File: config.mk
export PLATFORM = sky130hd
export DESIGN_NAME = scaled_glyph_text_overlay_core
export DESIGN_NICKNAME = d
export VERILOG_FILES = /design/src/hdl/sgto_pkg.sv /design/src/hdl/scaled_glyph_text_overlay_core.sv
export SDC_FILE = /design/constraint.sdc
export NUM_CORES = 1
export LEC_CHECK = 0
export BUFFER_PORTS_ARGS = -buffer_cell sky130_fd_sc_hd__buf_2
export CORE_ASPECT_RATIO = 0.9
export CORE_MARGIN = 2
export CORE_UTILIZATION = 50
export DETAILED_ROUTE_END_ITERATION = 10
export GPL_TIMING_DRIVEN = 1
export PLACE_DENSITY = 0.62
export SLEW_MARGIN = 20
export SYNTH_ARGS = -nofsm -noshare
export SYNTH_HDL_FRONTEND = slang
export SYNTH_SLANG_ARGS = --single-unit
File: constraint.sdc
create_clock -name i_clk -period 8.5 [get_ports i_clk]
set_clock_uncertainty 0.1 [all_clocks]
set_input_delay 1.7 -clock i_clk [delete_from_list [all_inputs] [get_ports i_clk]]
set_output_delay 1.7 -clock i_clk [all_outputs]
set_load 0.01 [all_outputs]
File: src/hdl/sgto_pkg.sv
// package for the scaled glyph text overlay
// glyph bitmaps, register indexes, reset values and colour packing; no dependencies
`timescale 1ns / 1ps

package sgto_pkg;

    localparam int MAX_CHARS_DEF = 8;
    localparam int GLYPH_COLUMNS = 3;
    localparam int GLYPH_ROWS    = 5;
    localparam int GLYPH_COUNT   = 12;

    localparam logic [2:0] CFG_TEXT_CHARS  = 3'd0;
    localparam logic [2:0] CFG_TEXT_LENGTH = 3'd1;
    localparam logic [2:0] CFG_SCREEN_W    = 3'd2;
    localparam logic [2:0] CFG_SCREEN_H    = 3'd3;
    localparam logic [2:0] CFG_DEPTH_MODE  = 3'd4;
    localparam logic [2:0] CFG_FG_RGB      = 3'd5;
    localparam logic [2:0] CFG_BG_RGB      = 3'd6;

    localparam logic [11:0] RST_SCREEN_W = 12'd640;
    localparam logic [11:0] RST_SCREEN_H = 12'd480;
    localparam logic [23:0] RST_FG_RGB   = 24'h26C281;
    localparam logic [23:0] RST_BG_RGB   = 24'h202020;

    localparam logic [3:0] GLYPH_COLON = 4'd10;
    localparam logic [3:0] GLYPH_BLANK = 4'd11;

    typedef logic [GLYPH_COLUMNS-1:0] t_glyph_row;
    typedef t_glyph_row t_glyph[GLYPH_ROWS];

    localparam t_glyph GLYPHS [GLYPH_COUNT] = '{
        '{3'h7, 3'h5, 3'h5, 3'h5, 3'h7},
        '{3'h2, 3'h6, 3'h2, 3'h2, 3'h7},
        '{3'h7, 3'h1, 3'h7, 3'h4, 3'h7},
        '{3'h7, 3'h1, 3'h7, 3'h1, 3'h7},
        '{3'h5, 3'h5, 3'h7, 3'h1, 3'h1},
        '{3'h7, 3'h4, 3'h7, 3'h1, 3'h7},
        '{3'h7, 3'h4, 3'h7, 3'h5, 3'h7},
        '{3'h7, 3'h1, 3'h2, 3'h2, 3'h2},
        '{3'h7, 3'h5, 3'h7, 3'h5, 3'h7},
        '{3'h7, 3'h5, 3'h7, 3'h1, 3'h7},
        '{3'h0, 3'h2, 3'h0, 3'h2, 3'h0},
        '{3'h0, 3'h0, 3'h0, 3'h0, 3'h0}
    };

    function automatic t_glyph_row glyph_row(input logic [7:0] code, input logic [2:0] row);
        logic [3:0] gi;
        if (code >= 8'h30 && code <= 8'h39) begin
            gi = 4'(code - 8'h30);
        end else if (code == 8'h3A) begin
            gi = GLYPH_COLON;
        end else begin
            gi = GLYPH_BLANK;
        end
        if (row < 3'(GLYPH_ROWS)) begin
            glyph_row = GLYPHS[gi][row];
        end else begin
            glyph_row = '0;
        end
    endfunction

    function automatic logic [23:0] pack_rgb(input logic [23:0] rgb, input logic mode);
        logic [7:0] r;
        logic [7:0] g;
        logic [7:0] b;
        r = rgb[23:16];
        g = rgb[15:8];
        b = rgb[7:0];
        if (mode) begin
            pack_rgb = {b, g, r};
        end else begin
            pack_rgb = {8'h00, r[7:3], g[7:2], b[7:3]};
        end
    endfunction

endpackage

File: src/hdl/scaled_glyph_text_overlay_core.sv
// scaled glyph text overlay: pixel colour pipeline and layout sequencer
// depends on sgto_pkg
`timescale 1ns / 1ps

// Use: a pixel request (i_pixel_x, i_pixel_y) enters on i_valid while o_stall is
// low; its packed colour leaves on o_valid with o_pixel_value and o_write_enable,
// taken while i_stall is low. Registers are written on the i_cfg_valid/o_cfg_ready
// port with a register index and data; write only while no request is in flight.
// A request passes the five-register compare/lookup pipeline on its way to
// o_valid; one request per cycle is accepted back to back while o_stall is low.
// After reset and after every register write, a layout sequencer works out scale,
// origin and glyph cell bounds with a one-bit-per-cycle divider: a divide for the
// scale, a width check, at most one more divide, then origin and cell bounds.
// During that time o_stall is high and no request is accepted.
// Reset clears the pipeline valid bits, loads the default registers (640x480,
// 24-bit colour, empty text) and starts the sequencer.
// When the receiver holds i_stall, results stay in the output register and the
// stages behind fill up; o_stall rises once stage one cannot move on. Nothing is
// dropped or repeated.
module scaled_glyph_text_overlay_core #(
    parameter int MAX_CHARS = sgto_pkg::MAX_CHARS_DEF
) (
    input  logic        i_clk,
    input  logic        i_rst_n,
    input  logic        i_valid,
    output logic        o_stall,
    input  logic [11:0] i_pixel_x,
    input  logic [11:0] i_pixel_y,
    output logic        o_valid,
    input  logic        i_stall,
    output logic [23:0] o_pixel_value,
    output logic        o_write_enable,
    input  logic        i_cfg_valid,
    output logic        o_cfg_ready,
    input  logic [2:0]  i_cfg_index,
    input  logic [63:0] i_cfg_data
);
    import sgto_pkg::*;

    localparam int CIW = $clog2(MAX_CHARS + 1);

    localparam logic [2:0] ST_IDLE = 3'd0;
    localparam logic [2:0] ST_DIV  = 3'd1;
    localparam logic [2:0] ST_CHK  = 3'd2;
    localparam logic [2:0] ST_GEOM = 3'd3;
    localparam logic [2:0] ST_BND  = 3'd4;

    localparam logic [1:0] JOB_SCALE  = 2'd0;
    localparam logic [1:0] JOB_SHRINK = 2'd2;

    // registers
    logic [63:0] r_chars;
    logic [3:0]  r_len;
    logic [11:0] r_w;
    logic [11:0] r_h;
    logic        r_mode;
    logic [23:0] r_fg;
    logic [23:0] r_bg;

    // layout
    logic [2:0]  r_state;
    logic [1:0]  r_job;
    logic [11:0] r_rem;
    logic [11:0] r_quo;
    logic [11:0] r_den;
    logic [3:0]  r_dcnt;
    logic        r_shrunk;
    logic [11:0] r_scale;
    logic [16:0] r_total;
    logic [11:0] r_ox;
    logic [11:0] r_oy;
    logic [14:0] r_charh;
    logic [13:0] r_pitch;
    logic [13:0] r_s2;
    logic [13:0] r_s3;
    logic [13:0] r_s4;
    logic [16:0] r_acc;
    logic [CIW-1:0] r_bcnt;
    logic [16:0] r_xb [MAX_CHARS+1];

    logic [3:0]  len_sat;
    logic [3:0]  len_eff;
    logic [4:0]  span;
    logic [12:0] dv_sh;
    logic        dv_ge;
    logic [11:0] dv_rem;
    logic [11:0] dv_quo;
    logic [11:0] s_pick;
    logic [16:0] prod;
    logic [16:0] n_acc;
    logic [25:0] maxh_prod;
    logic [11:0] maxh;

    assign len_sat = (r_len > 4'(MAX_CHARS)) ? 4'(MAX_CHARS) : r_len;
    assign len_eff = (len_sat == 4'd0) ? 4'd1 : len_sat;
    assign span    = 5'({2'b00, len_eff} * 6'd4 - 6'd1);
    assign dv_sh   = {r_rem, r_quo[11]};
    assign dv_ge   = dv_sh >= {1'b0, r_den};
    assign dv_rem  = dv_ge ? 12'(dv_sh - {1'b0, r_den}) : dv_sh[11:0];
    assign dv_quo  = {r_quo[10:0], dv_ge};
    assign prod    = 17'(r_scale * span);
    assign n_acc   = r_acc + {3'b000, r_pitch};

    // height over seven by reciprocal multiply
    assign maxh_prod = {14'b0, r_h} * 26'd9363;
    assign maxh      = {2'b00, maxh_prod[25:16]};

    always_comb begin
        s_pick = dv_quo;
        if (dv_quo == 12'd0 || dv_quo > maxh) begin
            s_pick = maxh;
        end
        if (s_pick == 12'd0) begin
            s_pick = 12'd1;
        end
    end

    logic cfg_wr;
    assign o_cfg_ready = 1'b1;
    assign cfg_wr      = i_cfg_valid;

    always_ff @(posedge i_clk) begin
        if (!i_rst_n) begin
            r_chars <= '0;
            r_len   <= '0;
            r_w     <= RST_SCREEN_W;
            r_h     <= RST_SCREEN_H;
            r_mode  <= 1'b1;
            r_fg    <= RST_FG_RGB;
            r_bg    <= RST_BG_RGB;
        end else if (cfg_wr) begin
            unique case (i_cfg_index)
                CFG_TEXT_CHARS:  r_chars <= i_cfg_data;
                CFG_TEXT_LENGTH: r_len   <= i_cfg_data[3:0];
                CFG_SCREEN_W:    r_w     <= i_cfg_data[11:0];
                CFG_SCREEN_H:    r_h     <= i_cfg_data[11:0];
                CFG_DEPTH_MODE:  r_mode  <= i_cfg_data[0];
                CFG_FG_RGB:      r_fg    <= i_cfg_data[23:0];
                CFG_BG_RGB:      r_bg    <= i_cfg_data[23:0];
                default: ;
            endcase
        end
    end

    // layout sequencer; restarts on reset and on every register write
    logic r_start;
    always_ff @(posedge i_clk) begin
        if (!i_rst_n) begin
            r_state <= ST_IDLE;
            r_start <= 1'b1;
        end else if (cfg_wr) begin
            r_state <= ST_IDLE;
            r_start <= 1'b1;
        end else if (r_start) begin
            r_start  <= 1'b0;
            r_state  <= ST_DIV;
            r_job    <= JOB_SCALE;
            r_rem    <= '0;
            r_quo    <= r_w;
            r_den    <= 12'({len_eff, 2'b00});
            r_dcnt   <= '0;
            r_shrunk <= 1'b0;
        end else begin
            unique case (r_state)
                ST_IDLE: ;
                ST_DIV: begin
                    r_rem  <= dv_rem;
                    r_quo  <= dv_quo;
                    r_dcnt <= r_dcnt + 4'd1;
                    if (r_dcnt == 4'd11) begin
                        r_dcnt <= '0;
                        r_rem  <= '0;
                        unique case (r_job)
                            JOB_SCALE: begin
                                r_scale <= s_pick;
                                r_state <= ST_CHK;
                            end
                            default: begin
                                r_scale <= (dv_quo == 12'd0) ? 12'd1 : dv_quo;
                                r_state <= ST_CHK;
                            end
                        endcase
                    end
                end
                ST_CHK: begin
                    r_total <= prod;
                    if (prod > {5'b0, r_w} && !r_shrunk) begin
                        r_shrunk <= 1'b1;
                        r_job    <= JOB_SHRINK;
                        r_quo    <= r_w;
                        r_den    <= {7'b0, span};
                        r_state  <= ST_DIV;
                    end else begin
                        r_state <= ST_GEOM;
                    end
                end
                ST_GEOM: begin
                    r_ox    <= ({5'b0, r_w} > r_total) ? 12'((17'(r_w) - r_total) >> 1) : '0;
                    r_charh <= 15'({r_scale, 2'b00}) + 15'(r_scale);
                    r_pitch <= {r_scale, 2'b00};
                    r_s2    <= {1'b0, r_scale, 1'b0};
                    r_s3    <= 14'({r_scale, 1'b0}) + 14'(r_scale);
                    r_s4    <= {r_scale, 2'b00};
                    r_acc   <= '0;
                    r_bcnt  <= CIW'(1);
                    r_state <= ST_BND;
                end
                ST_BND: begin
                    r_oy    <= ({3'b0, r_h} > r_charh) ? 12'((15'(r_h) - r_charh) >> 1) : '0;
                    r_acc   <= n_acc;
                    r_bcnt  <= r_bcnt + CIW'(1);
                    if (r_bcnt == CIW'(MAX_CHARS)) begin
                        r_state <= ST_IDLE;
                    end
                end
                default: r_state <= ST_IDLE;
            endcase
        end
    end

    always_ff @(posedge i_clk) begin
        r_xb[0] <= '0;
        if (r_state == ST_BND) begin
            r_xb[r_bcnt] <= n_acc;
        end
    end

    // pixel pipeline
    logic busy;
    logic en1, en2, en3, en4, en5;
    logic accept;
    logic r_v1, r_v2, r_v3, r_v4, r_v5;

    assign busy   = r_start || (r_state != ST_IDLE) || cfg_wr;
    assign en5    = !r_v5 || !i_stall;
    assign en4    = !r_v4 || en5;
    assign en3    = !r_v3 || en4;
    assign en2    = !r_v2 || en3;
    assign en1    = !r_v1 || en2;
    assign o_stall = busy || !en1;
    assign accept = i_valid && !o_stall;

    always_ff @(posedge i_clk) begin
        if (!i_rst_n) begin
            r_v1 <= 1'b0;
            r_v2 <= 1'b0;
            r_v3 <= 1'b0;
            r_v4 <= 1'b0;
            r_v5 <= 1'b0;
        end else begin
            if (en1) r_v1 <= accept;
            if (en2) r_v2 <= r_v1;
            if (en3) r_v3 <= r_v2;
            if (en4) r_v4 <= r_v3;
            if (en5) r_v5 <= r_v4;
        end
    end

    // stage 1: capture
    logic [11:0] r1_x, r1_y;
    always_ff @(posedge i_clk) begin
        if (en1) begin
            r1_x <= i_pixel_x;
            r1_y <= i_pixel_y;
        end
    end

    // stage 2: screen and text box checks
    logic [11:0] r2_dx, r2_dy;
    logic        r2_on, r2_in;
    logic [11:0] dy2;
    assign dy2 = r1_y - r_oy;
    always_ff @(posedge i_clk) begin
        if (en2) begin
            r2_on <= (len_sat != 4'd0) && (r1_x < r_w) && (r1_y < r_h);
            r2_in <= (r1_x >= r_ox) && (r1_y >= r_oy) && ({3'b0, dy2} < r_charh);
            r2_dx <= r1_x - r_ox;
            r2_dy <= dy2;
        end
    end

    // stage 3: character index and glyph row
    logic [CIW-1:0] ci3;
    logic [2:0]     row3;
    logic [CIW-1:0] r3_ci;
    logic [2:0]     r3_row;
    logic [11:0]    r3_dx;
    logic           r3_on, r3_in;
    always_comb begin
        ci3 = '0;
        for (int k = 1; k <= MAX_CHARS; k++) begin
            if (r_xb[k] <= {5'b0, r2_dx}) begin
                ci3 = ci3 + CIW'(1);
            end
        end
        row3 = 3'(r2_dy >= r_scale) + 3'({2'b0, r2_dy} >= r_s2)
             + 3'({2'b0, r2_dy} >= r_s3) + 3'({2'b0, r2_dy} >= r_s4);
    end
    always_ff @(posedge i_clk) begin
        if (en3) begin
            r3_ci  <= ci3;
            r3_row <= row3;
            r3_dx  <= r2_dx;
            r3_on  <= r2_on;
            r3_in  <= r2_in;
        end
    end

    // stage 4: offset in the cell and glyph lookup
    logic [63:0]      chars4;
    logic [11:0]      r4_within;
    t_glyph_row       r4_bits;
    logic             r4_ok, r4_on;
    assign chars4 = r_chars >> {r3_ci, 3'b000};
    always_ff @(posedge i_clk) begin
        if (en4) begin
            r4_within <= 12'({5'b0, r3_dx} - r_xb[r3_ci]);
            r4_bits   <= glyph_row(chars4[7:0], r3_row);
            r4_ok     <= r3_in && ({{(4-CIW+1){1'b0}}, r3_ci} < {1'b0, len_sat});
            r4_on     <= r3_on;
        end
    end

    // stage 5: column select and colour packing
    logic [1:0] col5;
    logic       lit5;
    assign col5 = 2'(r4_within >= r_scale) + 2'({2'b0, r4_within} >= r_s2);
    assign lit5 = r4_ok && ({2'b0, r4_within} < r_s3) && r4_bits[2'd2 - col5];
    always_ff @(posedge i_clk) begin
        if (en5) begin
            o_pixel_value  <= r4_on ? pack_rgb(lit5 ? r_fg : r_bg, r_mode) : '0;
            o_write_enable <= r4_on;
        end
    end
    assign o_valid = r_v5;

`ifndef NO_ASSERTIONS
    a_scale_set: assert property (@(posedge i_clk) disable iff (!i_rst_n)
        (r_state == ST_IDLE && !r_start) |-> (r_scale != 12'd0))
        else $error("layout finished with zero scale");
    a_busy_stall: assert property (@(posedge i_clk) disable iff (!i_rst_n)
        (r_state != ST_IDLE) |-> o_stall)
        else $error("request accepted during layout");
    a_blank_off: assert property (@(posedge i_clk) disable iff (!i_rst_n)
        (o_valid && !o_write_enable) |-> (o_pixel_value == 24'd0))
        else $error("unwritten pixel carries colour");
    a_lit_in_cell: assert property (@(posedge i_clk) disable iff (!i_rst_n)
        (r_v4 && r4_ok && r4_bits != '0) |-> (r4_within < 12'(r_xb[1])))
        else $error("cell offset beyond pitch");
`endif

endmodule
## Word level (Yosys, flattened, before mapping)

Memory sizes are Yosys's and may differ from the RTL's. A register that Yosys moved wholly into a read port is not among the register bits.
Index checks and enable logic that the tools add are counted.

| word-level totals | value |
|---|---|
| register bits | 421 |
| memory bits (writable) | 153 |
| bits in read-only memories | 240 |
| input port bits | 96 |
| output and inout bits | 28 |
| word-level logic and storage cells | 250 |
| memories | 2 |

| cells by class | value |
|---|---|
| add/subtract/negate cells | 25 |
| multiply operators | 2 |
| order comparisons | 33 |
| equality and inequality tests | 19 |
| shifts and indexed selects | 1 |
| muxes and demuxes | 52 |
| bitwise gates (word level) | 6 |
| reductions and logical operators | 61 |

Memories:

| memory | words | width | rd ports | clocked after Yosys merged registers in | write ports | RTL line | RTL |
|---|---|---|---|---|---|---|---|
| (name not given) | 16 | 15 | 1 | 0 | 0 | sgto_pkg.sv:56 | `glyph_row = GLYPHS[gi][row];` |
| r_xb | 9 | 17 | 9 | 1 | 2 | scaled_glyph_text_overlay_core.sv:79 | `logic [16:0] r_xb [MAX_CHARS+1];` |

Operators with widths:

| cell | count |
|---|---|
| $le A17 B12 Y1 | 8 |
| $mux W12 | 11 |
| $shr A64 B7 Y8 | 1 |
| $mux W4 | 14 |
| $ge A12 B12 Y1 | 4 |
| $sub A12 B12 Y12 | 4 |
| $add A4 B1 Y4 const B | 9 |
| $pmux W17 S2 | 1 |
| $mux W15 | 2 |
| $ge A12 B14 Y1 | 2 |
| $ge A12 B13 Y1 | 2 |
| $mul A12 B14 Y26 const B | 1 |
| $sub A12 B13 Y13 | 2 |
| $logic_not A12 Y1 | 2 |
| $lt A12 B12 Y1 | 2 |
| $mux W24 | 1 |
| $pmux W12 S2 | 1 |
| $reduce_and A4 Y1 | 6 |
| $add A17 B14 Y17 | 1 |
| $gt A12 B17 Y1 | 1 |
| $gt A17 B12 Y1 | 1 |
| $mul A12 B5 Y17 | 1 |
| $mux W16 | 1 |
| $reduce_and A2 Y1 | 8 |
| other kinds (52) | 113 |

## Longest topological paths before layout

An unclocked memory read counts as a cell.

| logic depth | value |
|---|---|
| word-level depth | 18 |
| depth in mapped cells | 36 |
| mapped depth without buffers | 36 |

## Least setup slack after synthesis

Ideal clock, no wire load.

| timing | value |
|---|---|
| kind | register to register |
| start point | register r_len[3] |
| end point | register r_quo[0] (enable) |
| setup time | 0.402 ns |
| data arrival time | 6.378 ns |
| required time | 7.998 ns |
| slack | 1.619 ns |
| stages on the path, launching flop included | 24 |
| path buffers | 1 |
| clock period less this slack | 6.881 ns |
| cells stage by stage | dfxtp_1 -> nor4_1 -> a21oi_1 -> clkbuf_1 -> ha_1 -> xor2_1 -> nor2_1 -> fa_1 -> fa_1 -> inv_1 -> fa_1 -> inv_1 -> ha_1 -> a21oi_1 -> nor3b_1 -> a21oi_1 -> xor2_1 -> ha_1 -> nand4_1 -> o21bai_1 -> a31oi_1 -> o41a_1 -> nand3b_1 -> a221oi_1 |

| on the way | value |
|---|---|
| cells in the longest elaborated chain, start to end | 10 |

RTL lines:

| what | RTL line | RTL |
|---|---|---|
| start, declared | scaled_glyph_text_overlay_core.sv:53 | `logic [3:0] r_len;` |
| start signal, assigned | scaled_glyph_text_overlay_core.sv:134 | `CFG_TEXT_LENGTH: r_len <= i_cfg_data[3:0];` |
| $gt A4 B4 Y1 | scaled_glyph_text_overlay_core.sv:94 | `assign len_sat = (r_len > 4'(MAX_CHARS)) ? 4'(MAX_CHARS) : r_len;` |
| $mux W4 * | scaled_glyph_text_overlay_core.sv:94 |  |
| $logic_not A4 Y1 | scaled_glyph_text_overlay_core.sv:95 | `assign len_eff = (len_sat == 4'd0) ? 4'd1 : len_sat;` |
| $mux W4 * | scaled_glyph_text_overlay_core.sv:95 |  |
| $sub A5 B1 Y5 * | scaled_glyph_text_overlay_core.sv:96 | `assign span = 5'({2'b00, len_eff} * 6'd4 - 6'd1);` |
| $mul A12 B5 Y17 * | scaled_glyph_text_overlay_core.sv:101 | `assign prod = 17'(r_scale * span);` |
| net prod[10] | scaled_glyph_text_overlay_core.sv:89 | `logic [16:0] prod;` |
| $gt A17 B12 Y1 * | scaled_glyph_text_overlay_core.sv:187 | `if (prod > {5'b0, r_w} && !r_shrunk) begin` |
| $logic_and A1 B1 Y1 * | scaled_glyph_text_overlay_core.sv:187 |  |
| $ne A3 B3 Y1 (no source line) * | n/a |  |
| $reduce_and A4 Y1 (no source line) * | n/a |  |
| end signal, assigned | scaled_glyph_text_overlay_core.sv:159 | `r_quo <= r_w;` |
| end signal, assigned | scaled_glyph_text_overlay_core.sv:168 | `r_quo <= dv_quo;` |
| end signal, assigned | scaled_glyph_text_overlay_core.sv:190 | `r_quo <= r_w;` |
| end, declared | scaled_glyph_text_overlay_core.sv:64 | `logic [11:0] r_quo;` |

The timed path passes the listed nets; every way through them passes the cells marked *.
A chain may end at the register's enable or synchronous reset.

## Worst setup path in the final report

| timing | value |
|---|---|
| start point | register r_len[0] |
| end point | register r_quo[9] (enable) |

The elaborated chain is that of the path after synthesis.

==> results by group <==
Placement
  • Dpl ws: 0.817 ns
  • HPWL after DPL: 74,700 µm
  • RePlAce Congestion: 0.931
  • Port Buffer Count: 122

STA
  • Setup TNS: 0 ns
  • Final setup margin: 1.02 ns
  • Slew Limit Fails: 0
  • Highest clock rate: 134 MHz
  • Final setup vio count: 0
  • RSZ-0062 raised after global routing: no
  • Post-layout min period: 7.48 ns
  • Worst relative slew slack: 0.239
  • Endpoints failing hold: 0
  • Worst-margin pin slew: 1.11 ns
  • Period utilisation layout: 0.880

Finish
  • Final nets: 4,014
  • Share of layout cells above drive strength 1: 0.0997
  • Area Growth Syn to Fin: 11.3%

Yosys
  • Post-synthesis cell area: 36,300 µm²
  • Share of the synthesized area in the top cell type: 0.369
  • Netlist cell types: 75
  • Asr flop ratio synth: 0
  • Main area contributors after synthesis: edfxtp_1 37%, ha_1 15%, dfxtp_1 9.1%, nand2_1 3.8%, mux4_2 3.7%
  • Syn Area/Cell: 11.1 µm²
  • Main synth FF type: edfxtp_1
  • Most frequent cell after synthesis: edfxtp_1
  • Yosys warns: 0
  • Cell type with the largest total area after synthesis: edfxtp_1
  • Post-Syn Nets: 3,879
  • Commonest cells in the synthesized netlist: 446 x edfxtp_1, 441 x ha_1, 371 x nand2_1
  • Synthesized instance count: 3,281
  • Seq cells post-synth: 610
  • Post-synth EDFFs: 446
  • Sequential share of the synthesized area: 0.460

CTS
  • Post-CTS sizing: 0
  • Post-CTS Setup Inserts: 0
  • CTS Sinks: 610
  • Worst skew pair latency: 0.63 ns
  • Clock root buffer: clkbuf_16
  • Clock buffer depth: 3
  • H-tree levels: 3
  • # hold bufs at CTS: 0
  • TritonCTS clock tree: yes
  • Total CTS buffers: 67
  • CTS clk-pin slew, worst paths: 0.06 ns

Hold path
  • Hold Crit Class: flop to flop

Routing
  • DRT Wirelength: 98,700 µm
  • ANT nets after route: 0
  • Vias per cell: 5.80
  • DR vias: 25,600
  • DRT Pass-1 Iters: 8
  • Initial DRC Count: 2,008
  • DRC: 0
  • WL/cell: 22.3 µm

Die
  • Initial Utilization: 0.506
  • Core area: 71,700 µm²
  • Die width: 288 µm
  • Die area: 74,700 µm²
  • Die height: 259 µm
  • Row cnt: 93
  • # IOs: 124

Critical path
  • Critical Path RT: 8.76 ns
  • CP endpoint kind: flop
  • Worst setup SP type: flop
  • Worst path arrival time: 7.74 ns
  • Critical path type: flop to flop
  • Critical path peak fanout: 14

GRT
  • Vias in the first global route: 25,800
  • M1 GR Usage: 0.383
  • First-pass GRT wire length: 152,000 µm
  • GRT overflow: 0
  • Grt met3 use: 0.0567
  • Largest net degree at the start of global routing: 97
  • Overall global routing resource usage: 0.268
  • GR Util met2: 0.408
  • Most used routing layer: met2
  • Initial antenna violation count: 5

Status
  • Status: complete, no violations

Power and ir drop
  • Static Leak: 16.7 nW
  • PwrDens: 181 nW/µm²
  • Max VDD drop: 0.143 mV

Flow run
  • Max_cap viols: 0
## flip-flops by register name, summed over array words and instances (netlist names), 13 cells and up, named ones only
signal and count:
r_xb 200, r_chars 64, o_pixel_value 24, r_bg 24
r_fg 24, r_total 17, r_acc 15, r_charh 15
r_s3 13
## layer usage
metal | wire length (µm) | share of wire
met1 | 44700 | 0.45
met2 | 43700 | 0.44
met3 | 7350 | 0.074
met4 | 2890 | 0.029
met5 | 69 | 0.00070
## through the flow
stage                     hold slack (ns)   util  cell area, µm²  instances  power [W]
final                               0.318  0.563           40300       4424    0.00728
after global routing                0.333  0.563           40300       4420    0.00757
after CTS                           0.320  0.562           40300       4419    0.00732
after detailed placement            0.307  0.530           38000       4297    0.00427
after global placement              0.308  0.530           38000       4296    0.00424
after floorplan                     0.300      -           36300       3281    0.00398
## critical path: stages (launching register included)
cell,delay [ns]
dfxtp_1,0.34
nor4_1,0.57
a21oi_1,0.09
buf_4,0.23
ha_1,0.29
xor2_1,0.74
nor2_1,0.16
fa_1,0.55
fa_1,0.53
inv_1,0.06
fa_1,0.50
inv_1,0.05
ha_1,0.33
inv_1,0.07
o21bai_1,0.11
o31a_1,0.28
nand3_1,0.10
nand2_1,0.06
a211oi_1,0.28
nor2_1,0.11
ha_1,0.31
nand4_1,0.12
o32ai_1,0.31
a31oi_1,0.08
o41a_1,0.45
nand3b_1,0.12
a221oi_1,0.07
buf_4,0.21
## worst paths after layout
check                                            from                     end  slack (ns)  cells past startpoint
worst min register to register     r3_dx[1]$_DFFE_PN_  r4_within[1]$_DFFE_PP_        0.32                      0
worst max-delay path            r_len[0]$_SDFFE_PN0P_      r_quo[9]$_DFFE_PP_        1.02                     27
worst max register to register  r_len[0]$_SDFFE_PN0P_      r_quo[9]$_DFFE_PP_        1.02                     27
worst min-delay path               r3_dx[1]$_DFFE_PN_  r4_within[1]$_DFFE_PP_        0.32                      0
## cells by family (layout without fill, tap and decap cells)
kind of cell	Yosys count	after routing	share of synthesized area
DFF	610	610	0.460
muxes	113	113	0.0518
AOI/OAI and AO/OA	611	611	0.112
other	1	6	0.000103
xor gates and xnor gates	107	107	0.0269
buffers and inverters	414	602	0.0431
and+or+nand+nor	923	923	0.120
adders and majority gates	502	502	0.186
## area by class of cell
cell class,count,area (µm²)
well taps,950,1190
diodes,5,12.5
clock inverters,37,447
fillers,6196,31300
repair buffers,146,793
inverters,334,1250
clock buffers,85,1880
multi-input cells,2257,18100
flip-flops and latches,610,16700
## power by group
part,switching (W),leakage [nW],total (W),internal [W]
Sequential,0.0000710,5.65,0.00331,0.00324
Combinational,0.000528,9.91,0.000916,0.000388
Clock,0.00128,1.13,0.00306,0.00178
## cells in the final DEF, fill, tap and decap left out, drive strengths merged, types with 17 or more instances in the layout
cell type / count
edfxtp: 446
ha: 441
nand2: 372
inv: 338
nor2: 189
dfxtp: 164
buf: 146
a21boi: 130
a21oi: 119
o21ai: 98
clkbuf: 85
xnor2: 67
a21o: 66
o21a: 65
fa: 61
mux4: 59
nor3: 52
nand3: 50
nor2b: 48
mux2i: 47
nand4: 44
nand2b: 44
xor2: 40
and2: 37
o22ai: 24
clkinv: 23
a211oi: 21
o21bai: 21
and3: 17
No activity file was read; power rests on OpenSTA's default activity.
